**src/rtl/sbus_pkg.sv**
```systemverilog
package sbus_pkg;

    localparam int CHAN_W       = 11;
    localparam int NUM_CHANNELS = 16;
    localparam int CHAN_IDX_W   = 4;

    localparam logic [7:0]            HEADER_BYTE  = 8'h0F;
    localparam logic [4:0]            PAYLOAD_LAST = 5'd22;
    localparam logic [4:0]            FLAGS_POS    = 5'd23;
    localparam logic [CHAN_IDX_W-1:0] LAST_CHANNEL = 4'd15;
    localparam logic [3:0]            BITS_LAST    = 4'd10;
    localparam logic [2:0]            SHIFT_LAST   = 3'd7;
    localparam logic [7:0]            COUNT_MAX    = 8'hFF;
    localparam int                    LOST_BIT     = 2;
    localparam int                    FAILSAFE_BIT = 3;

    typedef struct packed {
        logic [7:0] rx_byte;
        logic       burst_start;
    } in_t;

    typedef struct packed {
        logic [CHAN_IDX_W-1:0] channel_index;
        logic [CHAN_W-1:0]     channel_value;
        logic                  lost_frame;
        logic                  failsafe;
        logic                  last;
    } out_t;

    typedef enum logic [1:0] {
        PH_HUNT,
        PH_COLLECT,
        PH_DONE
    } phase_t;

    typedef enum logic [1:0] {
        ST_IDLE,
        ST_SHIFT,
        ST_READ,
        ST_LOAD
    } state_t;

endpackage

```
**src/rtl/sbus_ram.sv**
```systemverilog
module sbus_ram #(
    parameter int WIDTH = 11,
    parameter int DEPTH = 16
) (
    input  logic                     clk,
    input  logic                     we,
    input  logic [$clog2(DEPTH)-1:0] waddr,
    input  logic [WIDTH-1:0]         wdata,
    input  logic                     re,
    input  logic [$clog2(DEPTH)-1:0] raddr,
    output logic [WIDTH-1:0]         rdata
);

    logic [WIDTH-1:0] mem [DEPTH];
    logic [WIDTH-1:0] rdata_reg;

    always_ff @(posedge clk)
    begin
        if (we)
        begin
            mem[waddr] <= wdata;
        end
        if (re)
        begin
            rdata_reg <= mem[raddr];
        end
    end

    assign rdata = rdata_reg;

endmodule

```
**src/rtl/sbus_frame_decoder_top.sv**
```systemverilog
// header, flags and ignored bytes are taken in the idle state; a payload byte is accepted,
// then shifted one bit a cycle into the channel register in ST_SHIFT
// the end byte drains 16 channel results from the channel ram, each read in ST_READ
// once the output slot is free and registered in ST_LOAD; the next byte is not taken
// until the last one is loaded; rst_n is asynchronous active low and clears the control
// state; the channel ram is not cleared, every entry is written before a read
module sbus_frame_decoder_top #(
    parameter int RECEIVE_BUFFER_BYTES = 25
) (
    input  logic          clk,
    input  logic          rst_n,
    input  logic          in_valid,
    output logic          in_ready,
    input  sbus_pkg::in_t in_item,
    output logic          out_valid,
    input  logic          out_ready,
    output sbus_pkg::out_t out_item
);

    localparam logic [7:0] BUF_LIMIT = 8'(RECEIVE_BUFFER_BYTES);

    sbus_pkg::state_t state_reg, state_next;
    sbus_pkg::phase_t phase_reg, phase_next;
    logic [4:0]  pos_reg, pos_next;
    logic [7:0]  burst_cnt_reg, burst_cnt_next;
    logic [1:0]  flags_reg, flags_next;
    logic [3:0]  bits_reg, bits_next;
    logic [sbus_pkg::CHAN_IDX_W-1:0] chan_cnt_reg, chan_cnt_next;
    logic [sbus_pkg::CHAN_IDX_W-1:0] emit_idx_reg, emit_idx_next;
    logic [sbus_pkg::CHAN_W-1:0]     acc_reg, acc_next;
    logic [7:0]  byte_sr_reg, byte_sr_next;
    logic [2:0]  shift_cnt_reg, shift_cnt_next;
    logic        out_valid_reg, out_valid_next;
    sbus_pkg::out_t out_reg, out_next;

    logic        in_fire;
    logic        restart;
    sbus_pkg::phase_t phase_eff;
    logic [4:0]  pos_inc;
    logic        slot_free;
    logic [sbus_pkg::CHAN_W-1:0] acc_shifted;

    logic        ram_we;
    logic        ram_re;
    logic [sbus_pkg::CHAN_W-1:0] ram_rdata;

    assign in_fire     = in_valid && in_ready;
    assign restart     = in_item.burst_start || (burst_cnt_reg >= BUF_LIMIT);
    assign phase_eff   = restart ? sbus_pkg::PH_HUNT : phase_reg;
    assign pos_inc     = pos_reg + 5'd1;
    assign slot_free   = !out_valid_reg || out_ready;
    assign acc_shifted = {byte_sr_reg[0], acc_reg[sbus_pkg::CHAN_W-1:1]};

    // next state
    always_comb
    begin
        state_next = state_reg;
        case (state_reg)
            sbus_pkg::ST_IDLE:
            begin
                if (in_valid && phase_eff == sbus_pkg::PH_COLLECT)
                begin
                    if (pos_inc <= sbus_pkg::PAYLOAD_LAST)
                    begin
                        state_next = sbus_pkg::ST_SHIFT;
                    end
                    else if (pos_inc != sbus_pkg::FLAGS_POS)
                    begin
                        state_next = sbus_pkg::ST_READ;
                    end
                end
            end
            sbus_pkg::ST_SHIFT:
            begin
                if (shift_cnt_reg == sbus_pkg::SHIFT_LAST)
                begin
                    state_next = sbus_pkg::ST_IDLE;
                end
            end
            sbus_pkg::ST_READ:
            begin
                if (slot_free)
                begin
                    state_next = sbus_pkg::ST_LOAD;
                end
            end
            sbus_pkg::ST_LOAD:
            begin
                if (emit_idx_reg == sbus_pkg::LAST_CHANNEL)
                begin
                    state_next = sbus_pkg::ST_IDLE;
                end
                else
                begin
                    state_next = sbus_pkg::ST_READ;
                end
            end
            default:
            begin
                state_next = sbus_pkg::ST_IDLE;
            end
        endcase
    end

    // outputs of the state machine
    always_comb
    begin
        in_ready = 1'b0;
        ram_we   = 1'b0;
        ram_re   = 1'b0;
        case (state_reg)
            sbus_pkg::ST_IDLE:  in_ready = 1'b1;
            sbus_pkg::ST_SHIFT: ram_we   = (bits_reg == sbus_pkg::BITS_LAST);
            sbus_pkg::ST_READ:  ram_re   = slot_free;
            sbus_pkg::ST_LOAD:  ram_re   = 1'b0;
            default:            in_ready = 1'b0;
        endcase
    end

    // frame datapath
    always_comb
    begin
        phase_next     = phase_reg;
        pos_next       = pos_reg;
        burst_cnt_next = burst_cnt_reg;
        flags_next     = flags_reg;
        bits_next      = bits_reg;
        chan_cnt_next  = chan_cnt_reg;
        emit_idx_next  = emit_idx_reg;
        acc_next       = acc_reg;
        byte_sr_next   = byte_sr_reg;
        shift_cnt_next = shift_cnt_reg;
        out_valid_next = out_valid_reg && !out_ready;
        out_next       = out_reg;

        if (in_fire)
        begin
            if (restart)
            begin
                burst_cnt_next = 8'd1;
            end
            else if (burst_cnt_reg != sbus_pkg::COUNT_MAX)
            begin
                burst_cnt_next = burst_cnt_reg + 8'd1;
            end
            phase_next = phase_eff;
            case (phase_eff)
                sbus_pkg::PH_HUNT:
                begin
                    if (in_item.rx_byte == sbus_pkg::HEADER_BYTE)
                    begin
                        phase_next    = sbus_pkg::PH_COLLECT;
                        pos_next      = '0;
                        bits_next     = '0;
                        chan_cnt_next = '0;
                        flags_next    = '0;
                    end
                end
                sbus_pkg::PH_COLLECT:
                begin
                    pos_next = pos_inc;
                    if (pos_inc <= sbus_pkg::PAYLOAD_LAST)
                    begin
                        byte_sr_next   = in_item.rx_byte;
                        shift_cnt_next = '0;
                    end
                    else if (pos_inc == sbus_pkg::FLAGS_POS)
                    begin
                        flags_next = {in_item.rx_byte[sbus_pkg::FAILSAFE_BIT],
                                      in_item.rx_byte[sbus_pkg::LOST_BIT]};
                    end
                    else
                    begin
                        phase_next    = sbus_pkg::PH_DONE;
                        emit_idx_next = '0;
                    end
                end
                default:
                begin
                    phase_next = phase_eff;
                end
            endcase
        end

        // one payload bit a cycle, lsb first
        if (state_reg == sbus_pkg::ST_SHIFT)
        begin
            acc_next       = acc_shifted;
            byte_sr_next   = {1'b0, byte_sr_reg[7:1]};
            shift_cnt_next = shift_cnt_reg + 3'd1;
            if (bits_reg == sbus_pkg::BITS_LAST)
            begin
                bits_next     = '0;
                chan_cnt_next = chan_cnt_reg + 4'd1;
            end
            else
            begin
                bits_next = bits_reg + 4'd1;
            end
        end

        if (state_reg == sbus_pkg::ST_LOAD)
        begin
            out_valid_next         = 1'b1;
            out_next.channel_index = emit_idx_reg;
            out_next.channel_value = ram_rdata;
            out_next.lost_frame    = flags_reg[0];
            out_next.failsafe      = flags_reg[1];
            out_next.last          = (emit_idx_reg == sbus_pkg::LAST_CHANNEL);
            emit_idx_next          = emit_idx_reg + 4'd1;
        end
    end

    always_ff @(posedge clk or negedge rst_n)
    begin
        if (!rst_n)
        begin
            state_reg     <= sbus_pkg::ST_IDLE;
            phase_reg     <= sbus_pkg::PH_HUNT;
            pos_reg       <= '0;
            burst_cnt_reg <= '0;
            flags_reg     <= '0;
            bits_reg      <= '0;
            chan_cnt_reg  <= '0;
            emit_idx_reg  <= '0;
            shift_cnt_reg <= '0;
            out_valid_reg <= 1'b0;
        end
        else
        begin
            state_reg     <= state_next;
            phase_reg     <= phase_next;
            pos_reg       <= pos_next;
            burst_cnt_reg <= burst_cnt_next;
            flags_reg     <= flags_next;
            bits_reg      <= bits_next;
            chan_cnt_reg  <= chan_cnt_next;
            emit_idx_reg  <= emit_idx_next;
            shift_cnt_reg <= shift_cnt_next;
            out_valid_reg <= out_valid_next;
        end
    end

    always_ff @(posedge clk)
    begin
        acc_reg     <= acc_next;
        byte_sr_reg <= byte_sr_next;
        out_reg     <= out_next;
    end

    sbus_ram #(
        .WIDTH(sbus_pkg::CHAN_W),
        .DEPTH(sbus_pkg::NUM_CHANNELS)
    ) u_chan_ram (
        .clk  (clk),
        .we   (ram_we),
        .waddr(chan_cnt_reg),
        .wdata(acc_shifted),
        .re   (ram_re),
        .raddr(emit_idx_reg),
        .rdata(ram_rdata)
    );

    assign out_valid = out_valid_reg;
    assign out_item  = out_reg;

endmodule
```
**config.mk**
```make
export PLATFORM = sky130hd
export DESIGN_NAME = sbus_frame_decoder_top
export DESIGN_NICKNAME = d
export VERILOG_FILES = /design/src/rtl/sbus_pkg.sv /design/src/rtl/sbus_ram.sv /design/src/rtl/sbus_frame_decoder_top.sv
export SDC_FILE = /design/constraint.sdc
export NUM_CORES = 1
export LEC_CHECK = 0
export ABC_AREA = 0
export BUFFER_PORTS_ARGS = -buffer_cell sky130_fd_sc_hd__buf_2
export CAP_MARGIN = 5
export CELL_PAD_IN_SITES_DETAIL_PLACEMENT = 1
export CELL_PAD_IN_SITES_GLOBAL_PLACEMENT = 1
export CORE_UTILIZATION = 40
export DETAILED_ROUTE_END_ITERATION = 8
export GPL_ROUTABILITY_DRIVEN = 0
export GPL_TIMING_DRIVEN = 0
export PLACE_DENSITY = 0.69
export SKIP_CTS_REPAIR_TIMING = 1
export SKIP_LAST_GASP = 1
export SLEW_MARGIN = 20
export SYNTH_ARGS = -nofsm -noshare
export SYNTH_HDL_FRONTEND = slang
export SYNTH_SLANG_ARGS = --single-unit
```
**constraint.sdc**
```tcl
create_clock -name clk -period 3.5 [get_ports clk]
set_input_delay 0.175 -clock clk [delete_from_list [all_inputs] [get_ports clk]]
set_output_delay 0.175 -clock clk [all_outputs]
set_load 0.02 [all_outputs]
```
Word level (Yosys, flattened, before mapping):

Memories as Yosys holds them, arrays and structs flattened. A register that Yosys moved wholly into a read port is not among the register bits.
Cells that the tools add are included.

* order comparisons: 2
* multiplexer cells: 49
* reductions and logical operators: 26
* add/subtract/negate cells: 6
* eq/ne operators: 20

Operators with widths (number)
* $mux 4: 15
* $mux 7: 4
* $mux 2: 13
* $reduce_bool 2->1: 9
* $mux 8: 2
* $add 4x1->4 const B: 3
* $mux 3: 4
* $reduce_and 3->1: 4
* $ne 2x2->1 const B: 5
* $pmux 5 s2: 1
* $add 8x1->8 const B: 1
* $eq 4x4->1 const B: 2
* $eq 8x4->1 const B: 1
* $ge 8x5->1 const B: 1
* $ne 8x8->1 const B: 1
* $pmux 2 s2: 2
* $pmux 2 s4: 1
* $reduce_and 4->1: 2
* $mux 1: 6
* $ne 2x1->1 const B: 3
* $add 5x1->5 const B: 1
* $eq 5x5->1 const B: 1
* $le 5x5->1 const B: 1
* $mux 5: 1
* other kinds (12): 19

* memories kept: 1
* bits of input ports: 13
* word-level logic and storage cells: 122
* flip-flop bits (word level): 72
* RAM bits: 176
* output and inout port bits: 20

Memory list
* u_chan_ram.mem: words 16, width 11, rd ports 1, clocked after Yosys merged registers in 1, write ports 1, RTL line sbus_ram.sv:14 `logic [WIDTH-1:0] mem [DEPTH];`

Longest topological paths before layout:

Gate-level depths: netlist of run 1.

* depth in word-level cells: 8
* gate-level depth with buffers: 7
* depth with buffers taken out: 7

Hierarchy:

Synthesis of run 1 repeated with hierarchy kept, for this count alone.

* cell total of the unflattened synthesis: 559
* area total of the unflattened synthesis: 10133.5 µm²

Modules (own cells, without submodules)
* sbus_ram: sequential area each 5615.4 µm², area each 7108.1 µm², cells an instance 305, times used 1
* sbus_frame_decoder_top: sequential area each 1946.9 µm², area each 3025.4 µm², cells an instance 254, times used 1

Least setup slack after synthesis of run 1:

OpenSTA, ideal clock, no wires.

* path kind: reg-to-reg
* from: register state_reg[1]
* to: memory u_chan_ram.mem[11][0] (enable)
* setup time: 0.349 ns
* arrival: 1.786 ns
* stages on the path, launching flop included: 7
* clock period less this slack: 2.135 ns
* data required time: 3.151 ns
* buffers on the path: 2
* path slack: 1.365 ns
* path through: dfrtp_1 > clkbuf_1 > nand2b_1 > clkbuf_1 > or2_2 > nor3b_1 > and2_1

* cells in the longest elaborated chain, start to end: 4

RTL lines
* start, declared: RTL line sbus_frame_decoder_top.sv:22 `sbus_pkg::state_t state_reg, state_next;`
* start signal, assigned: RTL line sbus_frame_decoder_top.sv:218 `state_reg <= sbus_pkg::ST_IDLE;`
* start signal, assigned: RTL line sbus_frame_decoder_top.sv:231 `state_reg <= state_next;`
* $eq 2x1->1: RTL line sbus_frame_decoder_top.sv:111 `case (state_reg)`
* $mux 1: RTL line sbus_frame_decoder_top.sv:111
* $mux 1: RTL line sbus_ram.sv:19 `if (we)`
* $mux 1 (not written as such): RTL line sbus_ram.sv:21 `mem[waddr] <= wdata;`
* end, declared: RTL line sbus_ram.sv:14

No other way between the ends.

Worst setup path after layout of run 1:

* from: register state_reg[1]
* to: memory u_chan_ram.mem[7][9] (enable)

The elaborated chain is that of the path after synthesis.

==> key figures, run 1 <==
Pwr
  – Leakage power: between 4 and 5 nW
  – Maximum VDD drop: about 0.3 mV
  – Total power: between 0.006 and 0.007 W
  – P per Cell Area: 539 mW/mm^2

Global routing
  – Vias in the first global route: 6047
  – Gr ovfl total: 0
  – First-pass GRT wire length: ~37000 um
  – Largest net degree at the start of global routing: 36
  – Initial antenna violation count: 0
  – Overall routing resource usage: a little under a fifth

Synthesis
  – Synthesized flop and latch total: 258
  – Top FF cell, synth: edfxtp_1
  – Number of synthesized flops with an enable pin: ~220
  – Post-synthesis sequential area ratio: approximately three quarters
  – Synth warn: 0
  – Mapped Avg Cell Area: 16.6 sq um
  – Top post-synthesis cells by area: edfxtp_1 (65%), dfrtp_1 (8.5%), mux4_2 (4.8%)
  – Syn_nets: between 600 and 700
  – Post-synth top area share: 64.5%
  – Mapped Area: slightly above 0.01 sq mm
  – Asr flop ratio synth: 13.6%
  – Gate count after technology mapping: between 600 and 700
  – Post-synth cell types: 57
  – Leading area contributor after synthesis: edfxtp_1

Die
  – Initial Util: 40.9%
  – Overall die width: about 160 um
  – Total I/O pin count: 33
  – Core box area: between 0.02 and 0.03 sq mm
  – Row cnt: 58
  – Die extent in y: roughly 160 um
  – Die Area: 0.0265 sq mm

Worst hold path
  – Worst min path class: input pin to register
  – Hold depth: 3

Placement
  – I/O Buffers: 32
  – Placed cell count: slightly below 1000
  – Hpwl dp: around 16000 um

Finish
  – Layout cell share with drive strength beyond 1: around 15%
  – Syn-to-layout area delta: 15.4%
  – Most frequent cells in the layout: edfxtp_1 (222), nand2_1 (52), mux2i_1 (47)
  – Commonest non-fill, non-tap cell in the layout: edfxtp_1
  – Largest register FFs: 176
  – # diodes: 0
  – Final Non-Filler Cells: 1045
  – Final #Nets: 722

Worst setup path
  – Worst path bufs/invs: 2
  – Setup crit start kind: register
  – CP Capture Type: register
  – CP Cell Sequence: clkbuf_1 -> nand2b_1 -> clkbuf_1 -> nor2_1 -> nand2_1 -> nor2_1 -> and2_1
  – FF-to-FF path depth: 7
  – Critical path's largest stage delay: approximately 660 ps
  – CP Depth: 7
  – R2R setup slack: about 600 ps
  – Critical path data arrival time: between 3000 and 4000 ps
  – Crit-path slowest cell: and2_1
  – Max FO, Critical Path: 11
  – Family with the most delay on the worst path: simple AND/OR/NAND/NOR gates
  – Critical Path RT: about 3700 ps
  – CP Class: register to register

Clocking
  – Longest Clk Path Bufs: 3
  – H-tree lvl count: 1
  – Worst-path clk slew: ~60 ps
  – Clock latency on the worst-skew pair: about 540 ps
  – # clock sinks: about 260
  – CTS tree: yes
  – Num CTS Buffers: 27
  – CTS root buffer: clkbuf_16

Routing
  – DR vias/cell: around 5.5
  – Top sig layer: met4
  – Via count: 5764
  – Antenna-violating nets left: 0
  – Post-Route WL: 23900 um
  – WL met1: between 10000 and 15000 um
  – Met2 WL: around 12000 um
  – Detailed Route Iter0 Violations: approximately 380
  – Routed WL per cell: about 23 um
  – Met3 wire length: around 1000 um
  – Drc violations: 0
  – DRT Pass-1 Iters: 4

Timing
  – Crit path time final: around 2900 ps
  – Fin. max-slew vios: 0
  – Hold Violations, Final: 0
  – Worst-Margin Slew: around 1100 ps
  – Slew margin rel.: 29.0%
  – Final setup fails: 0
  – RSZ-0062 raised after global routing: false
  – Setup TNS: 0 ps
  – Top achievable clock speed: about 350 MHz
  – Clk_skew: around 20 ps
  – Final hold slack: about 56 ps
  – Tcrit/Tclk final: between 80 and 90%

Job
  – Max Cap Viol: 0

Status
  – Status: completed
## cells by family (layout without fill, tap and decap cells)
family                     count (synthesis)  in the layout  share of synthesized area [%]
AOI/OAI and AO/OA                         99             99                           6.85
DFF                                      258            258                           73.2
and+or+nand+nor                          138            138                           6.93
xor gates and xnor gates                   5              5                          0.424
adders and majority gates                 15             15                           1.82
buffers and inverters                     39            131                           1.45
muxes                                     69             69                           9.35
## where the power goes
part | leakage (nW) | switching (W) | internal (W) | total (W)
Combinational | 1.59 | 0.0000781 | 0.0000561 | 0.000134
Sequential | 2.44 | 0.0000319 | 0.00333 | 0.00336
Clock | 0.445 | 0.00117 | 0.00176 | 0.00293
## cell type report
cell class              count  area, sq um
fillers                  2466        13300
flip-flops and latches    258         7560
multi-input cells         326         2630
clock buffers              34          722
well taps                 330          413
repair buffers             42          258
clock inverters            16          190
plain buffers              24         93.8
inverters                  15         56.3
## per-layer routing
| layer | track usage, % | vias up |
|---|---|---|
| met4 | 4.50 | 0 |
| met3 | 2.39 | 37 |
| met1 | 25.3 | 2994 |
| li1 | - | 2595 |
| met5 | 0 | - |
| met2 | 31.3 | 138 |
## path summary, 6_finish.rpt
check / startpoint / to
max: state_reg[1] / u_chan_ram.mem[7][9]
min: in_item[3] / byte_sr_reg[2]
max reg2reg: state_reg[1] / u_chan_ram.mem[7][9]
min reg2reg: u_chan_ram.rdata[3] / out_item[6]
max in group asynchronous: rst_n / bits_reg[3]
min in group asynchronous: rst_n / emit_idx_reg[2]
## worst min-delay path: stages
cell	delay, ps
buf_2	70
inv_1	70
o21ai_0	160
## Yosys cell counts, types with 2 or more instances
cell	n
o2111ai_1	2
mux2i_1	47
and4_1	4
nor3b_1	5
and2_1	13
nor2b_1	4
a31oi_1	3
a21oi_1	3
buf_1	3
inv_1	14
mux4_2	22
xnor2_1	2
a41oi_1	3
dfrtp_1	35
nor4_2	2
clkbuf_1	18
and3_1	5
or3_1	3
a31o_2	2
nand3_1	8
ha_1	15
a221oi_1	22
buf_2	3
o21ai_0	30
nand2_1	52
nor2_1	22
o21ai_1	2
o22ai_1	3
a21o_1	3
o31ai_1	2
or2_2	3
xor2_1	3
nor3_1	3
edfxtp_1	222
a22oi_1	11
nand2b_1	6
o211ai_1	3
## through the flow
| stage | worst slack [ps] | utilization, % | cell area [sq um] |
|---|---|---|---|
| finish | 603 | 47.2 | 11900 |
| CTS | 579 | 46.8 | 11800 |
| global route | 388 | 47.2 | 11900 |
| floorplan | 1370 | - | 10300 |
| detailed placement | 662 | 43.2 | 10900 |
| global placement | 744 | 43.2 | 10900 |
Power figures use the tool's default switching activity.
==> run 2: changes to the inputs <==
--- a/config.mk
+++ b/config.mk
@@ -14,7 +14,7 @@
 export DETAILED_ROUTE_END_ITERATION = 8
 export GPL_ROUTABILITY_DRIVEN = 0
 export GPL_TIMING_DRIVEN = 0
-export PLACE_DENSITY = 0.69
+export PLACE_DENSITY = 0.72
 export SKIP_CTS_REPAIR_TIMING = 1
 export SKIP_LAST_GASP = 1
 export SLEW_MARGIN = 20
==> constraint.sdc (replaced) <==
create_clock -name clk -period 2.55 [get_ports clk]
set_input_delay 0.1275 -clock clk [delete_from_list [all_inputs] [get_ports clk]]
set_output_delay 0.1275 -clock clk [all_outputs]
set_load 0.02 [all_outputs]
==> run 2 against run 1 <==
Effect of this change:
- the flow now finishes with violations (hold timing)
- critical path depth fell by 1
- utilization rose by 0.12 points
- wire length fell by 0.54%
- sequential power rose by 37%
- largest cell class unchanged
- highest routed layer unchanged
==> key figures, run 2 (same netlist as run 1, synthesis figures left out) <==
Timing
  – Worst-Margin Slew: 1000 ps (-62.4 ps)
  – Clk_skew: 16.5 ps (-3.61 ps)
  – Fin. max-slew vios: 0 (unchanged)
  – Setup ws final: 32.2 ps (-571 ps)
  – Final hold slack: -10.4 ps (-66.7 ps)
  – Top achievable clock speed: 397 MHz (+15%)
  – Slew margin rel.: 33.1% (+4.1 points)
  – RSZ-0062 raised after global routing: true
  – Crit path time final: 2520 ps (-379 ps)
  – Final setup fails: 0 (unchanged)
  – Hold Violations, Final: 3 (+3)
  – Tcrit/Tclk final: 98.7% (+16 points)

Finish
  – Layout cell share with drive strength beyond 1: 20.3% (+4.9 points)
  – Post-route design area: 0.0120 sq mm (+0.25%)
  – Largest register FFs: 176 (unchanged)
  – # diodes: 0 (unchanged)
  – Most frequent cells in the layout: edfxtp_1 (222), nand2_1 (52), mux2i_1 (47)
  – Syn-to-layout area delta: 15.7%
  – Commonest non-fill, non-tap cell in the layout: edfxtp_1
  – Final #Nets: 721 (-0.14%)

Worst hold path
  – Worst min path class: input pin to register
  – Hold depth: 3 (unchanged)
  – Hold endpoint: byte_sr_reg[3]
  – HP Start: in_item[4]

Placement
  – Placed cell areas: 0.0109 sq mm (unchanged)
  – I/O Buffers: 32 (unchanged)
  – Hpwl dp: 15500 um (-3.0%)
  – Pre-CTS WS: -216 ps (-878 ps)

Worst setup path
  – Critical Path RT: 2750 ps (-930 ps)
  – CP Class: register to register
  – Max FO, Critical Path: 11 (unchanged)
  – Critical path data arrival time: 2720 ps (-350 ps)
  – R2R setup slack: 30 ps (-570 ps)
  – CP dominant cell by count: clkbuf_1
  – Crit-path slowest cell: and2_2
  – Worst R2R Start: state_reg[1]
  – CP Capture Type: register
  – CP Cell Sequence: clkbuf_1 -> nand2b_1 -> clkbuf_1 -> or2_2 -> nor3_1 -> and2_2
  – FF-to-FF path depth: 6 (-1)
  – CP startpoint: state_reg[1]
  – Setup crit start kind: register
  – R2R Path End: u_chan_ram.mem[2][3]
  – Critical path's largest stage delay: 460 ps (-200 ps)

Global routing
  – Initial antenna violation count: 0 (unchanged)
  – First-pass GRT wire length: 36200 um (-1.4%)
  – Largest net degree at the start of global routing: 36 (unchanged)
  – Overall routing resource usage: 18.3% (-0.15 points)
  – Vias in the first global route: 6304 (+4.3%)
  – Gr ovfl total: 0 (unchanged)

Routing
  – Detailed Route Iter0 Violations: 349 (-9.1%)
  – Drc violations: 0 (unchanged)
  – Antenna-violating nets left: 0 (unchanged)
  – DR vias/cell: 5.52 (+0.12%)
  – Post-Route WL: 23800 um (-0.54%)
  – Routed WL per cell: 22.9 um (-0.16%)
  – Via count: 5749 (-0.26%)
  – DRT Pass-1 Iters: 4 (unchanged)

Pwr
  – P per Cell Area: 705 mW/mm^2 (+31%)
  – Maximum VDD drop: 0.460 mV (+51%)
  – Leakage power: 4.48 nW (+0.29%)

Die
  – Overall die width: 163 um (unchanged)
  – Total I/O pin count: 33 (unchanged)
  – Core box area: 0.0253 sq mm (unchanged)
  – Row cnt: 58 (unchanged)
  – Die Area: 0.0265 sq mm (unchanged)
  – Initial Util: 40.9% (unchanged)
  – Die extent in y: 163 um (unchanged)

Clocking
  – Clock latency on the worst-skew pair: 540 ps (about the same)
  – CTS root buffer: clkbuf_16
  – CTS tree: yes
  – Num CTS Buffers: 26 (-3.7%)
  – Longest Clk Path Bufs: 3 (unchanged)
  – H-tree lvl count: 1 (unchanged)
  – Worst-path clk slew: 60 ps (about the same)
  – # clock sinks: 258 (unchanged)

Job
  – Max Cap Viol: 0 (unchanged)

Status
  – Failing checks: hold timing
  – Status: finished with violations
[run 2: cell count changes in the layout (fill, tap and decap cells not counted), sizes merged]
cell / change
bufinv: -2
clkbuf: +3
clkinvlp: -1
buf: -5
inv: -1
clkinv: +2
[run 2: layer usage]
metal	up-vias	track usage, %	share of wire, %
met3	51	2.44	3.8
met4	0	5.95	3.1
met5	-	0	0
li1	2575	-	-
met1	2988	23.2	41
met2	135	32.4	52
[run 2: critical path: cells and delay by family (launching register included)]
kind,cells,cell delay [ps]
AND/OR/NAND/NOR,4,1420
buffers and inverters,2,390
flip-flops,1,360
[run 2: worst max-delay path by stage]
| stage | endpoint | slack [ps] | cells after the start |
|---|---|---|---|
| 2_1_floorplan | u_chan_ram.mem[11][0] | 420 | 6 |
| 3_3_place_gp | u_chan_ram.rdata[1] | -330 | 3 |
| 3_5_place_dp | u_chan_ram.mem[5][6] | -220 | 7 |
| 4_1_cts | u_chan_ram.mem[5][3] | -270 | 7 |
| 5_1_grt | u_chan_ram.mem[8][0] | -100 | 6 |
| 6_report | u_chan_ram.mem[2][3] | 30 | 6 |
[run 2: stage by stage]
stage / total power [W] / instances / setup TNS, ps / util, %
floorplan: 0.00480 / 623 / 0 / -
global placement: 0.00485 / 985 / -12000 / 43.2
detailed placement: 0.00488 / 986 / -21080 / 43.2
CTS: 0.00846 / 1032 / -27840 / 46.4
global route: 0.00863 / 1041 / -4670 / 47.3
finish: 0.00843 / 1041 / 0 / 47.3
[run 2: cell type report]
cell class                 instances  area, sq um
multi-input combinational        326         2750
sequential                       258         7560
fill                            2471        13300
buffer                            24          113
timing repair buffer              42          258
clock inverter                    14          124
inverter                          15         56.3
clock buffer                      32          673
tap                              330          413
[run 2: power breakdown]
group / internal [W] / total, W / switching [W]
Clock: 0.00207 / 0.00363 / 0.00156
Sequential: 0.00457 / 0.00462 / 0.0000451
Combinational: 0.0000785 / 0.000183 / 0.000104
Total: 0.00672 / 0.00843 / 0.00171
